**config.mk**
```make
export PLATFORM = sky130hd
export DESIGN_NAME = deadline_job_timer_table
export DESIGN_NICKNAME = d
export VERILOG_FILES = /design/src/hdl/djt_pkg.sv /design/src/hdl/deadline_job_timer_table.sv /design/src/hdl/djt_div.sv
export SDC_FILE = /design/constraint.sdc
export NUM_CORES = 2
export LEC_CHECK = 0
export BUFFER_PORTS_ARGS = -buffer_cell sky130_fd_sc_hd__buf_2
export CAP_MARGIN = 20
export CORE_MARGIN = 8
export CORE_UTILIZATION = 25
export DETAILED_ROUTE_END_ITERATION = 7
export SLEW_MARGIN = 20
export SYNTH_ARGS = -nofsm -noshare
export SYNTH_HDL_FRONTEND = slang
export SYNTH_HIERARCHICAL = 1
export SYNTH_SLANG_ARGS = --single-unit
```
**constraint.sdc**
```tcl
create_clock -name clk -period 12.33 [get_ports clk]
set_input_delay 0.6165 -clock clk [delete_from_list [all_inputs] [get_ports clk]]
set_output_delay 0.6165 -clock clk [all_outputs]
set_load 0.05 [all_outputs]
```
**src/hdl/djt_pkg.sv**
```systemverilog
`timescale 1ns / 1ps
// ---------------------------------------------------------------------------
// djt_pkg
// shared types and constants for the deadline job timer table
// ---------------------------------------------------------------------------
package djt_pkg;

    // input modes
    localparam logic [1:0] MODE_ADD    = 2'd0;
    localparam logic [1:0] MODE_CANCEL = 2'd1;
    localparam logic [1:0] MODE_TICK   = 2'd2;
    localparam logic [1:0] MODE_DONE   = 2'd3;

    // result kinds
    localparam logic [1:0] KIND_ADD      = 2'd0;
    localparam logic [1:0] KIND_CANCEL   = 2'd1;
    localparam logic [1:0] KIND_DISPATCH = 2'd2;
    localparam logic [1:0] KIND_NONE     = 2'd3;

    localparam int          MAX_RESULTS   = 16;
    localparam int          CNT_BITS      = $clog2(MAX_RESULTS + 1);
    localparam logic [7:0]  INFLIGHT_MAX  = 8'd255;
    localparam int          DELAY_BITS    = 32;
    localparam logic [31:0] MIN_DELAY_RST = 32'd10;

    typedef struct packed {
        logic [1:0]  mode;
        logic        is_periodic;
        logic [1:0]  job_priority;
        logic [31:0] delay_time;
        logic [47:0] now_time;
        logic [15:0] target_id;
    } in_item_t;

    typedef struct packed {
        logic [1:0]  kind;
        logic [15:0] job_id;
        logic [1:0]  out_priority;
        logic        ok;
        logic        last;
    } out_item_t;

    typedef enum logic [2:0] {
        ST_IDLE,
        ST_CANCEL_SCAN,
        ST_DONE_SCAN,
        ST_TICK_SCAN,
        ST_SERVE,
        ST_DIV_WAIT,
        ST_EMIT,
        ST_FINISH
    } state_t;

endpackage

```
**src/hdl/deadline_job_timer_table.sv**
```systemverilog
`timescale 1ns / 1ps
// ---------------------------------------------------------------------------
// deadline_job_timer_table
// table of deferred one-off and periodic jobs served by priority, then deadline, on ticks
// ---------------------------------------------------------------------------
// add goes straight to the finish state; cancel and done scan the slots until a match or the last slot
// tick: a full scan per served entry, each followed by a serve and an emit state,
//   then one final scan unless MAX_RESULTS were emitted; a periodic entry with
//   nonzero delay also waits in between for the shared restoring divider
// throughput: one item at a time, in_stall is high until the item is finished
// reset: table empty, in-flight counts zero, next id zero, min delay 10
module deadline_job_timer_table #(
    parameter int TABLE_ENTRIES   = 16,
    parameter int PRIORITY_LEVELS = 4,
    parameter int ID_BITS         = 16,
    parameter int TIME_BITS       = 48
) (
    input  logic                clk,
    input  logic                rst_n,
    input  logic                cfg_wr_en,
    input  logic [31:0]         cfg_wr_data,
    input  logic                in_valid,
    output logic                in_stall,
    input  djt_pkg::in_item_t   in_data,
    output logic                out_valid,
    input  logic                out_stall,
    output djt_pkg::out_item_t  out_data
);

    localparam int IDX_BITS = $clog2(TABLE_ENTRIES);
    localparam logic [IDX_BITS-1:0] IDX_LAST = IDX_BITS'(TABLE_ENTRIES - 1);

    // slot payload, written only on add and re-arm
    logic [ID_BITS-1:0]                  slot_id_mem  [TABLE_ENTRIES];
    logic [TIME_BITS-1:0]                slot_dl_mem  [TABLE_ENTRIES];
    logic [djt_pkg::DELAY_BITS-1:0]      slot_dly_mem [TABLE_ENTRIES];
    logic [1:0]                          slot_pri_mem [TABLE_ENTRIES];
    logic                                slot_per_mem [TABLE_ENTRIES];

    // control state
    djt_pkg::state_t            state_reg, state_next;
    logic [TABLE_ENTRIES-1:0]   valid_reg, valid_next;
    logic [TABLE_ENTRIES-1:0]   served_reg, served_next;
    logic [7:0]                 inflight_reg [TABLE_ENTRIES];
    logic [7:0]                 inflight_next [TABLE_ENTRIES];
    logic [ID_BITS-1:0]         next_id_reg, next_id_next;
    logic [31:0]                min_delay_reg;
    logic [IDX_BITS-1:0]        idx_reg, idx_next;
    logic [djt_pkg::CNT_BITS-1:0] cnt_reg, cnt_next;
    logic                       any_due_reg, any_due_next;

    // captured request
    logic [TIME_BITS-1:0]       now_reg, now_next;
    logic [ID_BITS-1:0]         tid_reg, tid_next;

    // best candidate of the current scan
    logic                       best_found_reg, best_found_next;
    logic [IDX_BITS-1:0]        best_idx_reg, best_idx_next;
    logic [1:0]                 best_pri_reg, best_pri_next;
    logic [TIME_BITS-1:0]       best_dl_reg, best_dl_next;
    logic [ID_BITS-1:0]         best_id_reg, best_id_next;
    logic [31:0]                best_dly_reg, best_dly_next;
    logic                       best_per_reg, best_per_next;
    logic [7:0]                 best_cnt_reg, best_cnt_next;

    // result staging: new -> pending -> output register
    djt_pkg::out_item_t         new_res_reg, new_res_next;
    logic                       has_new_reg, has_new_next;
    djt_pkg::out_item_t         pend_reg, pend_next;
    logic                       pend_valid_reg, pend_valid_next;
    djt_pkg::out_item_t         out_reg, out_next;
    logic                       out_valid_reg, out_valid_next;

    // payload write strobes
    logic                       add_we;
    logic [TIME_BITS-1:0]       add_dl;
    logic [1:0]                 add_pri;
    logic                       dl_we;
    logic [TIME_BITS-1:0]       dl_wdata;

    // shared divider
    logic                       div_start;
    logic                       div_busy;
    logic                       div_done;
    logic [TIME_BITS-1:0]       div_quo;
    logic [31:0]                div_rem;

    // helpers
    logic                       free_any;
    logic [IDX_BITS-1:0]        free_idx;
    logic                       out_free;
    logic                       in_accept;
    logic                       elig;
    logic                       better;
    logic                       q_hi;
    logic [9:0]                 q_sum;
    logic [7:0]                 rearm_cnt;

    djt_div #(
        .DIVIDEND_BITS (TIME_BITS),
        .DIVISOR_BITS  (djt_pkg::DELAY_BITS)
    ) u_div (
        .clk       (clk),
        .rst_n     (rst_n),
        .start     (div_start),
        .dividend  (now_reg - best_dl_reg),
        .divisor   (best_dly_reg),
        .busy      (div_busy),
        .done      (div_done),
        .quotient  (div_quo),
        .remainder (div_rem)
    );

    assign in_accept = in_valid && !in_stall;
    assign out_free  = !out_valid_reg || !out_stall;

    // lowest free slot
    always_comb
    begin
        free_any = 1'b0;
        free_idx = '0;
        for (int i = TABLE_ENTRIES - 1; i >= 0; i--)
        begin
            if (!valid_reg[i])
            begin
                free_any = 1'b1;
                free_idx = IDX_BITS'(i);
            end
        end
    end

    // scan compare: strict, so the lower slot keeps a tie
    assign elig = valid_reg[idx_reg] && !served_reg[idx_reg] &&
                  (slot_dl_mem[idx_reg] <= now_reg);
    assign better = !best_found_reg || (slot_pri_mem[idx_reg] > best_pri_reg) ||
                    ((slot_pri_mem[idx_reg] == best_pri_reg) &&
                     (slot_dl_mem[idx_reg] < best_dl_reg));

    // in-flight saturation with the number of extra missed periods
    assign q_hi  = |(div_quo >> 8);
    assign q_sum = {2'b00, best_cnt_reg} + {2'b00, div_quo[7:0]} + 10'd1;

    always_comb
    begin
        state_next      = state_reg;
        valid_next      = valid_reg;
        served_next     = served_reg;
        inflight_next   = inflight_reg;
        next_id_next    = next_id_reg;
        idx_next        = idx_reg;
        cnt_next        = cnt_reg;
        any_due_next    = any_due_reg;
        now_next        = now_reg;
        tid_next        = tid_reg;
        best_found_next = best_found_reg;
        best_idx_next   = best_idx_reg;
        best_pri_next   = best_pri_reg;
        best_dl_next    = best_dl_reg;
        best_id_next    = best_id_reg;
        best_dly_next   = best_dly_reg;
        best_per_next   = best_per_reg;
        best_cnt_next   = best_cnt_reg;
        new_res_next    = new_res_reg;
        has_new_next    = has_new_reg;
        pend_next       = pend_reg;
        pend_valid_next = pend_valid_reg;
        out_next        = out_reg;
        out_valid_next  = out_valid_reg && out_stall;
        add_we          = 1'b0;
        add_dl          = TIME_BITS'(in_data.now_time) + TIME_BITS'(in_data.delay_time);
        add_pri         = (int'(in_data.job_priority) >= PRIORITY_LEVELS)
                          ? 2'(PRIORITY_LEVELS - 1) : in_data.job_priority;
        dl_we           = 1'b0;
        dl_wdata        = now_reg - TIME_BITS'(div_rem) + TIME_BITS'(best_dly_reg);
        div_start       = 1'b0;
        rearm_cnt       = (q_hi || (q_sum >= 10'(djt_pkg::INFLIGHT_MAX)))
                          ? djt_pkg::INFLIGHT_MAX : q_sum[7:0];

        case (state_reg)
            djt_pkg::ST_IDLE:
            begin
                if (in_accept)
                begin
                    now_next = TIME_BITS'(in_data.now_time);
                    tid_next = ID_BITS'(in_data.target_id);
                    idx_next = '0;
                    case (in_data.mode)
                        djt_pkg::MODE_ADD:
                        begin
                            next_id_next = next_id_reg + 1'b1;
                            pend_next.kind         = djt_pkg::KIND_ADD;
                            pend_next.job_id       = 16'(next_id_reg);
                            pend_next.out_priority = 2'd0;
                            pend_next.ok           = 1'b0;
                            pend_next.last         = 1'b0;
                            if (!(in_data.is_periodic &&
                                  (in_data.delay_time < min_delay_reg)) && free_any)
                            begin
                                add_we                  = 1'b1;
                                valid_next[free_idx]    = 1'b1;
                                inflight_next[free_idx] = 8'd0;
                                pend_next.ok            = 1'b1;
                            end
                            pend_valid_next = 1'b1;
                            state_next      = djt_pkg::ST_FINISH;
                        end
                        djt_pkg::MODE_CANCEL:
                        begin
                            state_next = djt_pkg::ST_CANCEL_SCAN;
                        end
                        djt_pkg::MODE_DONE:
                        begin
                            state_next = djt_pkg::ST_DONE_SCAN;
                        end
                        default:
                        begin
                            served_next     = '0;
                            any_due_next    = 1'b0;
                            cnt_next        = '0;
                            best_found_next = 1'b0;
                            state_next      = djt_pkg::ST_TICK_SCAN;
                        end
                    endcase
                end
            end

            djt_pkg::ST_CANCEL_SCAN:
            begin
                pend_next.kind         = djt_pkg::KIND_CANCEL;
                pend_next.job_id       = 16'(tid_reg);
                pend_next.out_priority = 2'd0;
                pend_next.last         = 1'b0;
                if (valid_reg[idx_reg] && (slot_id_mem[idx_reg] == tid_reg))
                begin
                    valid_next[idx_reg]    = 1'b0;
                    inflight_next[idx_reg] = 8'd0;
                    pend_next.ok           = 1'b1;
                    pend_valid_next        = 1'b1;
                    state_next             = djt_pkg::ST_FINISH;
                end
                else if (idx_reg == IDX_LAST)
                begin
                    pend_next.ok    = 1'b0;
                    pend_valid_next = 1'b1;
                    state_next      = djt_pkg::ST_FINISH;
                end
                else
                begin
                    idx_next = idx_reg + 1'b1;
                end
            end

            djt_pkg::ST_DONE_SCAN:
            begin
                if (valid_reg[idx_reg] && slot_per_mem[idx_reg] &&
                    (slot_id_mem[idx_reg] == tid_reg))
                begin
                    if (inflight_reg[idx_reg] != 8'd0)
                    begin
                        inflight_next[idx_reg] = inflight_reg[idx_reg] - 8'd1;
                    end
                    state_next = djt_pkg::ST_FINISH;
                end
                else if (idx_reg == IDX_LAST)
                begin
                    state_next = djt_pkg::ST_FINISH;
                end
                else
                begin
                    idx_next = idx_reg + 1'b1;
                end
            end

            djt_pkg::ST_TICK_SCAN:
            begin
                if (elig && better)
                begin
                    best_found_next = 1'b1;
                    best_idx_next   = idx_reg;
                    best_pri_next   = slot_pri_mem[idx_reg];
                    best_dl_next    = slot_dl_mem[idx_reg];
                    best_id_next    = slot_id_mem[idx_reg];
                    best_dly_next   = slot_dly_mem[idx_reg];
                    best_per_next   = slot_per_mem[idx_reg];
                    best_cnt_next   = inflight_reg[idx_reg];
                end
                if (idx_reg == IDX_LAST)
                begin
                    if (best_found_next)
                    begin
                        state_next = djt_pkg::ST_SERVE;
                    end
                    else
                    begin
                        if (!any_due_reg)
                        begin
                            pend_next.kind         = djt_pkg::KIND_NONE;
                            pend_next.job_id       = 16'd0;
                            pend_next.out_priority = 2'd0;
                            pend_next.ok           = 1'b0;
                            pend_next.last         = 1'b0;
                            pend_valid_next        = 1'b1;
                        end
                        state_next = djt_pkg::ST_FINISH;
                    end
                end
                else
                begin
                    idx_next = idx_reg + 1'b1;
                end
            end

            djt_pkg::ST_SERVE:
            begin
                any_due_next               = 1'b1;
                served_next[best_idx_reg]  = 1'b1;
                new_res_next.kind          = djt_pkg::KIND_DISPATCH;
                new_res_next.job_id        = 16'(best_id_reg);
                new_res_next.out_priority  = best_pri_reg;
                new_res_next.ok            = 1'b1;
                new_res_next.last          = 1'b0;
                if (!best_per_reg)
                begin
                    has_new_next              = 1'b1;
                    valid_next[best_idx_reg]  = 1'b0;
                    state_next                = djt_pkg::ST_EMIT;
                end
                else
                begin
                    has_new_next = (best_cnt_reg == 8'd0);
                    if (best_dly_reg != 32'd0)
                    begin
                        div_start  = 1'b1;
                        state_next = djt_pkg::ST_DIV_WAIT;
                    end
                    else
                    begin
                        // zero period: deadline stays, one period counted
                        inflight_next[best_idx_reg] =
                            (best_cnt_reg == djt_pkg::INFLIGHT_MAX ||
                             best_cnt_reg == djt_pkg::INFLIGHT_MAX - 8'd1)
                            ? djt_pkg::INFLIGHT_MAX : best_cnt_reg + 8'd1;
                        state_next = djt_pkg::ST_EMIT;
                    end
                end
            end

            djt_pkg::ST_DIV_WAIT:
            begin
                if (div_done)
                begin
                    dl_we                       = 1'b1;
                    inflight_next[best_idx_reg] = rearm_cnt;
                    state_next                  = djt_pkg::ST_EMIT;
                end
            end

            djt_pkg::ST_EMIT:
            begin
                if (!has_new_reg)
                begin
                    idx_next        = '0;
                    best_found_next = 1'b0;
                    state_next      = djt_pkg::ST_TICK_SCAN;
                end
                else if (!pend_valid_reg || out_free)
                begin
                    if (pend_valid_reg)
                    begin
                        out_next       = pend_reg;
                        out_valid_next = 1'b1;
                    end
                    pend_next       = new_res_reg;
                    pend_valid_next = 1'b1;
                    has_new_next    = 1'b0;
                    cnt_next        = cnt_reg + 1'b1;
                    idx_next        = '0;
                    best_found_next = 1'b0;
                    if (cnt_reg == djt_pkg::CNT_BITS'(djt_pkg::MAX_RESULTS - 1))
                    begin
                        state_next = djt_pkg::ST_FINISH;
                    end
                    else
                    begin
                        state_next = djt_pkg::ST_TICK_SCAN;
                    end
                end
            end

            djt_pkg::ST_FINISH:
            begin
                if (!pend_valid_reg)
                begin
                    state_next = djt_pkg::ST_IDLE;
                end
                else if (out_free)
                begin
                    out_next        = pend_reg;
                    out_next.last   = 1'b1;
                    out_valid_next  = 1'b1;
                    pend_valid_next = 1'b0;
                    state_next      = djt_pkg::ST_IDLE;
                end
            end

            default:
            begin
                state_next = djt_pkg::ST_IDLE;
            end
        endcase
    end

    // control registers
    always_ff @(posedge clk or negedge rst_n)
    begin
        if (!rst_n)
        begin
            state_reg      <= djt_pkg::ST_IDLE;
            valid_reg      <= '0;
            served_reg     <= '0;
            for (int i = 0; i < TABLE_ENTRIES; i++)
            begin
                inflight_reg[i] <= 8'd0;
            end
            next_id_reg    <= '0;
            min_delay_reg  <= djt_pkg::MIN_DELAY_RST;
            idx_reg        <= '0;
            cnt_reg        <= '0;
            any_due_reg    <= 1'b0;
            best_found_reg <= 1'b0;
            has_new_reg    <= 1'b0;
            pend_valid_reg <= 1'b0;
            out_valid_reg  <= 1'b0;
        end
        else
        begin
            state_reg      <= state_next;
            valid_reg      <= valid_next;
            served_reg     <= served_next;
            inflight_reg   <= inflight_next;
            next_id_reg    <= next_id_next;
            if (cfg_wr_en)
            begin
                min_delay_reg <= cfg_wr_data;
            end
            idx_reg        <= idx_next;
            cnt_reg        <= cnt_next;
            any_due_reg    <= any_due_next;
            best_found_reg <= best_found_next;
            has_new_reg    <= has_new_next;
            pend_valid_reg <= pend_valid_next;
            out_valid_reg  <= out_valid_next;
        end
    end

    // payload registers, no reset
    always_ff @(posedge clk)
    begin
        now_reg      <= now_next;
        tid_reg      <= tid_next;
        best_idx_reg <= best_idx_next;
        best_pri_reg <= best_pri_next;
        best_dl_reg  <= best_dl_next;
        best_id_reg  <= best_id_next;
        best_dly_reg <= best_dly_next;
        best_per_reg <= best_per_next;
        best_cnt_reg <= best_cnt_next;
        new_res_reg  <= new_res_next;
        pend_reg     <= pend_next;
        out_reg      <= out_next;
    end

    // slot table writes
    always_ff @(posedge clk)
    begin
        if (add_we)
        begin
            slot_id_mem[free_idx]  <= next_id_reg;
            slot_dl_mem[free_idx]  <= add_dl;
            slot_dly_mem[free_idx] <= in_data.delay_time;
            slot_pri_mem[free_idx] <= add_pri;
            slot_per_mem[free_idx] <= in_data.is_periodic;
        end
        else if (dl_we)
        begin
            // re-arm one period past the last due deadline
            slot_dl_mem[best_idx_reg] <= dl_wdata;
        end
    end

    assign in_stall  = (state_reg != djt_pkg::ST_IDLE);
    assign out_valid = out_valid_reg;
    assign out_data  = out_reg;

    // nothing is left staged once the block is idle
    a_idle_no_pend: assert property (@(posedge clk) disable iff (!rst_n)
        (state_reg == djt_pkg::ST_IDLE) |-> !pend_valid_reg)
        else $error("pending result left while idle");

    // a tick never dispatches more than the result limit
    a_cnt_limit: assert property (@(posedge clk) disable iff (!rst_n)
        cnt_reg <= djt_pkg::CNT_BITS'(djt_pkg::MAX_RESULTS))
        else $error("dispatch count past limit");

    // a nothing-due beat is always the last of its tick
    a_none_last: assert property (@(posedge clk) disable iff (!rst_n)
        (out_valid_reg && (out_reg.kind == djt_pkg::KIND_NONE)) |-> out_reg.last)
        else $error("nothing-due beat without last");

    // the divider is only started when free
    a_div_free: assert property (@(posedge clk) disable iff (!rst_n)
        div_start |-> !div_busy)
        else $error("divider restarted while busy");

endmodule

```
**src/hdl/djt_div.sv**
```systemverilog
`timescale 1ns / 1ps
// ---------------------------------------------------------------------------
// djt_div
// restoring divider, one quotient bit per cycle
// ---------------------------------------------------------------------------
module djt_div #(
    parameter int DIVIDEND_BITS = 48,
    parameter int DIVISOR_BITS  = 32
) (
    input  logic                     clk,
    input  logic                     rst_n,
    input  logic                     start,
    input  logic [DIVIDEND_BITS-1:0] dividend,
    input  logic [DIVISOR_BITS-1:0]  divisor,
    output logic                     busy,
    output logic                     done,
    output logic [DIVIDEND_BITS-1:0] quotient,
    output logic [DIVISOR_BITS-1:0]  remainder
);

    localparam int STEP_BITS = $clog2(DIVIDEND_BITS + 1);

    logic [DIVIDEND_BITS-1:0] quo_reg;
    logic [DIVISOR_BITS-1:0]  rem_reg;
    logic [DIVISOR_BITS-1:0]  dsr_reg;
    logic [STEP_BITS-1:0]     step_reg;
    logic                     busy_reg;
    logic                     done_reg;

    logic [DIVISOR_BITS:0]    trial;
    logic                     fits;

    assign trial = {rem_reg, quo_reg[DIVIDEND_BITS-1]};
    assign fits  = (trial >= {1'b0, dsr_reg});

    always_ff @(posedge clk or negedge rst_n)
    begin
        if (!rst_n)
        begin
            busy_reg <= 1'b0;
            done_reg <= 1'b0;
            step_reg <= '0;
        end
        else
        begin
            done_reg <= 1'b0;
            if (start)
            begin
                busy_reg <= 1'b1;
                step_reg <= STEP_BITS'(DIVIDEND_BITS);
            end
            else if (busy_reg)
            begin
                step_reg <= step_reg - 1'b1;
                if (step_reg == STEP_BITS'(1))
                begin
                    busy_reg <= 1'b0;
                    done_reg <= 1'b1;
                end
            end
        end
    end

    always_ff @(posedge clk)
    begin
        if (start)
        begin
            quo_reg <= dividend;
            rem_reg <= '0;
            dsr_reg <= divisor;
        end
        else if (busy_reg)
        begin
            quo_reg <= {quo_reg[DIVIDEND_BITS-2:0], fits};
            rem_reg <= fits ? DIVISOR_BITS'(trial - {1'b0, dsr_reg})
                            : DIVISOR_BITS'(trial);
        end
    end

    assign busy      = busy_reg;
    assign done      = done_reg;
    assign quotient  = quo_reg;
    assign remainder = rem_reg;

endmodule
```
======== Word level (Yosys, flattened, before mapping) ========
Memories as Yosys holds them, arrays and structs flattened. A register that Yosys moved wholly into a read port is not among the register bits.
Index checks and enable logic that the tools add are counted.
word-level totals
  bits in registers ....................... 550
  bits in writable memories ............... 1584
  input bits .............................. 138
  output and inout port bits .............. 24
  memories ................................ 5
cells by class
  add/subtract/negate cells ............... 13
  order comparisons ....................... 18
  equality and inequality tests ........... 40
  muxes and demuxes ....................... 177
  bitwise operators ....................... 13
  reductions and logical operators ........ 64
memories
  name          words  bits a word  rd ports  clocked after Yosys merged registers in  write ports  line                            source
  slot_dl_mem   16     48           1         0                                        1            deadline_job_timer_table.sv:35  logic [TIME_BITS-1:0] slot_dl_mem [TABLE_ENTRIES];
  slot_dly_mem  16     32           1         1                                        1            deadline_job_timer_table.sv:36  logic [djt_pkg::DELAY_BITS-1:0] slot_dly_mem [TABLE_ENTRIES];
  slot_id_mem   16     16           1         0                                        1            deadline_job_timer_table.sv:34  logic [ID_BITS-1:0] slot_id_mem [TABLE_ENTRIES];
  slot_pri_mem  16     2            1         0                                        1            deadline_job_timer_table.sv:37  logic [1:0] slot_pri_mem [TABLE_ENTRIES];
  slot_per_mem  16     1            1         0                                        1            deadline_job_timer_table.sv:38  logic slot_per_mem [TABLE_ENTRIES];
operator list
  cell                  count
  $mux W128             9
  $pmux W128 S5         1
  $bwmux W128           3
  $mux W22              12
  $and A128 B128 Y128   2
  $not A128 Y128        2
  $mux W48              3
  $mux W16              7
  $add A48 B32 Y48      2
  $demux W8 S4          3
  $mux W4               23
  $pmux W22 S4          1
  $mux W1               69
  $mux W8               7
  $le A48 B48 Y1        1
  $lt A48 B48 Y1        1
  $pmux W16 S3          1
  $reduce_or A48 Y1     1
  $sub A48 B32 Y48      1
  $sub A48 B48 Y48      1
  $pmux W22 S2          1
  $reduce_or A40 Y1     1
  $ne A2 B2 Y1 const B  19
  $ge A33 B32 Y1        1
  other kinds (70)      153

======== Depth between registers and ports, before layout ========
  depth after elaboration ................. 27
  depth in mapped cells ................... 21

======== By module ========
Netlist, hierarchy kept.
modules (own cells, without submodules)
  module                    instances  cells an instance  area each (µm²)  seq. area each (µm²)
  deadline_job_timer_table  1          6271               94996.1          60285.3
  djt_div                   1          600                6627.6           3243.1

======== Worst setup path after synthesis ========
No wires, ideal clock.
  path type ............................... register to register
  from .................................... register idx_reg[0]
  to ...................................... register best_cnt_reg[0] (enable)
  setup time .............................. 0.642 ns
  arrival ................................. 10.695 ns
  slack ................................... 0.992 ns
  cell stages (with the launch flop) ...... 21
  clock period less this slack ............ 11.338 ns
  cell sequence ........................... dfrtp_1 -> buf_4 -> buf_6 -> buf_6 -> buf_6 -> clkbuf_1 -> buf_2 -> buf_1 -> mux4_2 -> mux4_2 -> ha_1 -> a21o_1 -> a21o_1 -> a21oi_1 -> nor2b_1 -> o21ai_0 -> a21oi_1 -> a211o_1 -> a31oi_1 -> nand4b_1 -> a41oi_1
between the ends
  cells in the longest elaborated chain, start to end .. 7
RTL lines
  what                                                     line                             source
  from (decl)                                              deadline_job_timer_table.sv:48   logic [IDX_BITS-1:0] idx_reg, idx_next;
  from (signal assigned)                                   deadline_job_timer_table.sv:446  idx_reg <= idx_next;
  branches (longest 5 deep; another with $mem_v2 Z16 W48)  -
  $logic_and A1 B1 Y1 (*)                                  deadline_job_timer_table.sv:276  if (elig && better)
  $reduce_and A2 Y1 (no source line) (*)                   -
  to (signal assigned)                                     deadline_job_timer_table.sv:467  best_cnt_reg <= best_cnt_next;
  to (decl)                                                deadline_job_timer_table.sv:64   logic [7:0] best_cnt_reg, best_cnt_next;
Every way passes the cells marked *. The select of a mux whose other input is x is not followed.
A chain may end at the register's enable or synchronous reset.

======== Worst setup path after layout ========
  from .................................... register idx_reg[0]
  to ...................................... register pend_reg[11] in the netlist's numbering (enable)
between the ends
  cells in the longest elaborated chain, start to end .. 10
RTL lines
  what                                                     line                             source
  branches (longest 9 deep; another with $mem_v2 Z16 W48)  -
  $reduce_and A8 Y1 (no source line) (*)                   -
  to (signal assigned)                                     deadline_job_timer_table.sv:469  pend_reg <= pend_next;
  to (decl)                                                deadline_job_timer_table.sv:69   djt_pkg::out_item_t pend_reg, pend_next;
Marks and branches as above.

==> impl_table.tex <==
\begin{tabular}{lr}
\hline
Metric & Value \\
\hline
\multicolumn{2}{l}{\textbf{Floorplan}} \\
\quad I/O pin cnt & about 160 \\
\quad X dimension of the die & approximately 650 um \\
\quad Cell row count & $\sim$230 \\
\quad Core area & about 0.41 mm2 \\
\quad Effective utilization at floorplan & between 20 and 30\% \\
\quad Die outline height & around 650 um \\
\quad Die outline area & between 0.4 and 0.5 mm2 \\
\multicolumn{2}{l}{\textbf{Global routing}} \\
\quad Total Routing Usage GR & between 10 and 15\% \\
\quad Vias in the first global route & between 60,000 and 70,000 \\
\quad Global-route wire length before repair & 448,000 um \\
\quad Initial antenna violation count & 26 \\
\quad Global route total overflow & 0 \\
\quad Maximum number of pins on one net before global-route repair & around 140 \\
\multicolumn{2}{l}{\textbf{Finish}} \\
\quad Cell area after layout & 0.117 mm2 \\
\quad Number of fill cells & roughly 40,000 \\
\quad Largest registers in the final layout & slot\_dl\_mem (768), slot\_dly\_mem (512), slot\_id\_mem (256) \\
\quad Utilization after layout & just under 30\% \\
\quad Area growth from synthesis to final layout & 15.2\% \\
\quad Fraction of final layout cells sized beyond drive strength 1 & between 10\% and 20\% \\
\quad Flip-flop count of the largest register after layout & between 700 and 800 \\
\quad Biggest register & slot\_dl\_mem \\
\quad Number of nets in the finished design & about 7,600 \\
\multicolumn{2}{l}{\textbf{STA}} \\
\quad Shortest period the worst path allows & about 7.0 ns \\
\quad Unrepaired setup endpoints after global routing & no \\
\quad Total count of hold-check failures in the final report & 0 \\
\quad Total setup violations reported at the end of the flow & 0 \\
\quad Setup total negative slack & 0 ns \\
\quad Remaining max-slew budget at the tightest pin & between 10\% and 20\% \\
\quad F\_max & around 140 MHz \\
\quad Final cycle utilization of the critical path & a little under three fifths \\
\quad Count of pins over their slew limit & 0 \\
\quad Worst setup skew after layout & 0.0905 ns \\
\quad Tightest Pin Transition & around 1.2 ns \\
\quad Post-Route Hold Slack & between 0.06 and 0.07 ns \\
\multicolumn{2}{l}{\textbf{Worst setup path}} \\
\quad Cell family contributing the most delay on the critical path & compound AO/OA/AOI/OAI gates \\
\quad Type of the setup path with the least slack & flip-flop to flip-flop \\
\quad CP Cell Sequence & buf\_12 > mux4\_2 > mux4\_2 > ha\_1 > nand4\_1 > nor4\_1 > o31ai\_1 > a41oi\_1 > o31ai\_1 > a21oi\_1 > o211ai\_1 > inv\_1 \\
\quad Worst Reg2Reg Path Length in Cells & 12 \\
\quad Startpoint kind of the worst setup timing path & flip-flop \\
\quad Critical Path RT & 12.81 ns \\
\quad Count of buffering cells on the critical path with inverters included & 2 \\
\quad Capturing point of the worst reg2reg path & pend\_reg[11] \\
\quad Slowest stage cell on the critical path & sky130\_fd\_sc\_hd\_\_a21oi\_1 \\
\quad Worst setup slack for register-to-register paths & about 5.3 ns \\
\quad Largest stage delay on the critical path & 0.97 ns \\
\quad CP Capture Type & flip-flop \\
\quad Data arrival time of the critical path & $\sim$7.5 ns \\
\quad Worst-path maximum fanout & 90 \\
\quad Crit Reg-Reg Startpoint & idx\_reg[0] \\
\multicolumn{2}{l}{\textbf{Clock tree}} \\
\quad Number of clock buffers inserted by TritonCTS & approximately 220 \\
\quad Clock latency on the worst-skew pair & 0.89 ns \\
\quad Sink count of the clock tree & 2,165 \\
\quad Clock tree from TritonCTS & yes \\
\quad Root Driver & sky130\_fd\_sc\_hd\_\_clkbuf\_16 \\
\quad Postcts setup bufs & 0 \\
\quad H-tree levels & 4 \\
\quad Maximum clock insertion buffer count & 4 \\
\quad Clk pin slew, worst setup/hold paths & $\sim$0.070 ns \\
\multicolumn{2}{l}{\textbf{Synthesis}} \\
\quad Primary flip-flop cell chosen by synthesis mapping & sky130\_fd\_sc\_hd\_\_edfxtp\_1 \\
\quad Post-synthesis cell type count & 94 \\
\quad Cell accounting for the most synthesized area & sky130\_fd\_sc\_hd\_\_edfxtp\_1 \\
\quad Synth async-reset ratio & approximately 11\% \\
\quad Post-synth top cells & 1,900 x sky130\_fd\_sc\_hd\_\_edfxtp\_1, 495 x sky130\_fd\_sc\_hd\_\_mux4\_2, 421 x sky130\_fd\_sc\_hd\_\_nand2\_1 \\
\quad Number of flip-flops and latches in the synthesized netlist & 2,165 \\
\quad Cells taking the most area after synthesis & sky130\_fd\_sc\_hd\_\_edfxtp\_1 56\%, sky130\_fd\_sc\_hd\_\_mux4\_2 11\%, sky130\_fd\_sc\_hd\_\_dfrtp\_1 5.7\% \\
\quad Sequential fraction of the synthesis area & about 63\% \\
\quad Mapped Area & 0.102 mm2 \\
\quad Most common cell in the synthesized netlist & sky130\_fd\_sc\_hd\_\_edfxtp\_1 \\
\quad Post-Synthesis Cells & between 6,000 and 7,000 \\
\quad Share of Yosys cell area claimed by the top area cell type & a little under three fifths \\
\quad Count of flip-flops with a built-in enable after synthesis & 1,900 \\
\quad Synthesis Warnings & 6 \\
\quad Post-synthesis net count & 7,353 \\
\quad Post-synthesis average cell area & between 10 and 15 um2 \\
\multicolumn{2}{l}{\textbf{Detailed routing}} \\
\quad Via count of the routed design & between 60,000 and 70,000 \\
\quad Number of DRC markers in iteration 0 & roughly 8,000 \\
\quad Detailed-routing iteration count for the pre-antenna-repair pass & 8 \\
\quad Length of routed met3 wiring & 23,700 um \\
\quad Routed wirelength normalized by instance count & 24.4 um \\
\quad Metal-1 WL & between 100,000 and 150,000 um \\
\quad Routed wl met2 & 150,000 um \\
\quad Max Used Layer & met5 \\
\quad DRC violations left & 7 \\
\quad Total detailed-routing wirelength & 311,000 um \\
\quad Via density per instance & about 5 \\
\quad Post-DRT Antenna Nets & 0 \\
\multicolumn{2}{l}{\textbf{Hold path}} \\
\quad Hold\_sp & in\_data[50] \\
\quad Type of the tightest min-delay check & input pin to flip-flop \\
\quad Instance count along the most critical hold path & 1 \\
\quad Endpoint of the worst hold path & now\_reg[34] \\
\multicolumn{2}{l}{\textbf{Power}} \\
\quad IR Drop Worst-Case VDD & around 0.16 mV \\
\quad Lkg Pwr & 39.4 nW \\
\quad Total power per unit cell area & 209 mW/mm2 \\
\multicolumn{2}{l}{\textbf{Job}} \\
\quad Max-cap violations & 0 \\
\multicolumn{2}{l}{\textbf{Placed design}} \\
\quad Placement-stage cell area & approximately 0.11 mm2 \\
\quad Number of buffers added on ports & 161 \\
\quad HPWL Detailed & $\sim$200,000 um \\
\quad GPL Wtd Cong & approximately 0.92 \\
\multicolumn{2}{l}{\textbf{Outcome}} \\
\quad Result of the run & finished with violations \\
\quad Violated checks & design-rule violations \\
\hline
\end{tabular}
-- worst register-to-register path: stages, from the launching register on --
cell and delay [ns]:
sky130_fd_sc_hd__dfrtp_4 0.69, sky130_fd_sc_hd__buf_12 0.56, sky130_fd_sc_hd__mux4_2 0.80, sky130_fd_sc_hd__mux4_2 0.57, sky130_fd_sc_hd__ha_1 0.33, sky130_fd_sc_hd__nand4_1 0.22, sky130_fd_sc_hd__nor4_1 0.87, sky130_fd_sc_hd__o31ai_1 0.20
sky130_fd_sc_hd__a41oi_1 0.26, sky130_fd_sc_hd__o31ai_1 0.14, sky130_fd_sc_hd__a21oi_1 0.97, sky130_fd_sc_hd__o211ai_1 0.35, sky130_fd_sc_hd__inv_1 0.63
-- kinds of logic after synthesis --
kind of cell | Yosys count | share of synthesized area, %
xor gates and xnor gates | 209 | 1.80
DFF | 2165 | 62.5
and+or+nand+nor | 1252 | 5.73
muxes | 647 | 12.5
AOI/OAI and AO/OA | 1556 | 10.2
adders and majority gates | 344 | 4.50
buffers and inverters | 698 | 2.75
-- timing repair --
action                                 in CTS  in global routing
hold buffers                               58                  0
resized for setup                           0                  0
endpoints found under the hold margin     154                  0
-- cells in the final DEF, fill, tap and decap left out, drive strengths merged, types with 93 or more instances in the layout --
cell / synthesis / layout
ha: 308 / 308
dfrtp: 231 / 231
a21oi: 415 / 415
inv: 340 / 347
nor2: 344 / 344
edfxtp: 1900 / 1900
clkbuf: 264 / 265
buf: 94 / 306
a21o: 150 / 150
o21ai: 368 / 368
mux4: 495 / 495
xor2: 93 / 93
xnor2: 116 / 116
nand2: 422 / 422
-- layout make-up --
cell class / instances / area [um2] / share of cell area, %
Antenna cell: 13 / 32.5 / 0.0278
Timing Repair Buffer: 364 / 2560 / 2.19
Tap cell: 5428 / 6790 / 5.80
Inverter: 340 / 1280 / 1.09
Multi-Input combinational cell: 4008 / 35800 / 30.5
Sequential cell: 2165 / 63500 / 54.3
Clock buffer: 265 / 5800 / 4.95
Clock inverter: 129 / 1330 / 1.14
-- metal layers --
metal  global-route usage [%]  vias to the layer above
li1                         -                    27500
met1                     17.5                    33100
met2                     23.5                     3080
met3                     2.37                      702
met4                     6.31                       16
met5                        0                        -
-- how the worst max path moves through the flow --
stage                     from               end  cells after the start  slack, ns
finish              idx_reg[0]      pend_reg[11]                     12       5.33
detailed placement  idx_reg[0]  best_dly_reg[30]                     15       5.29
CTS                 idx_reg[0]   best_dly_reg[7]                     15       5.23
global route        idx_reg[0]   best_dly_reg[7]                     15       4.97
global placement    idx_reg[0]  best_dly_reg[30]                     15       5.23
floorplan           idx_reg[0]   best_cnt_reg[0]                     20       0.99
-- through the flow --
step / cells / power (mW) / setup slack (ns)
finish: 12700 / 24.5 / 5.33
global route: 12700 / 25.5 / 4.97
CTS: 12700 / 24.5 / 5.23
detailed placement: 12200 / 17.7 / 5.29
global placement: 12200 / 17.5 / 5.23
floorplan: 6871 / 15.0 / 0.992
-- report_power, final --
group / internal [mW] / leakage, nW / switching, mW
Sequential: 8.78 / 20.3 / 0.523
Clock: 3.86 / 3.46 / 2.88
Combinational: 3.18 / 15.7 / 5.29
Power figures use the tool's default switching activity.
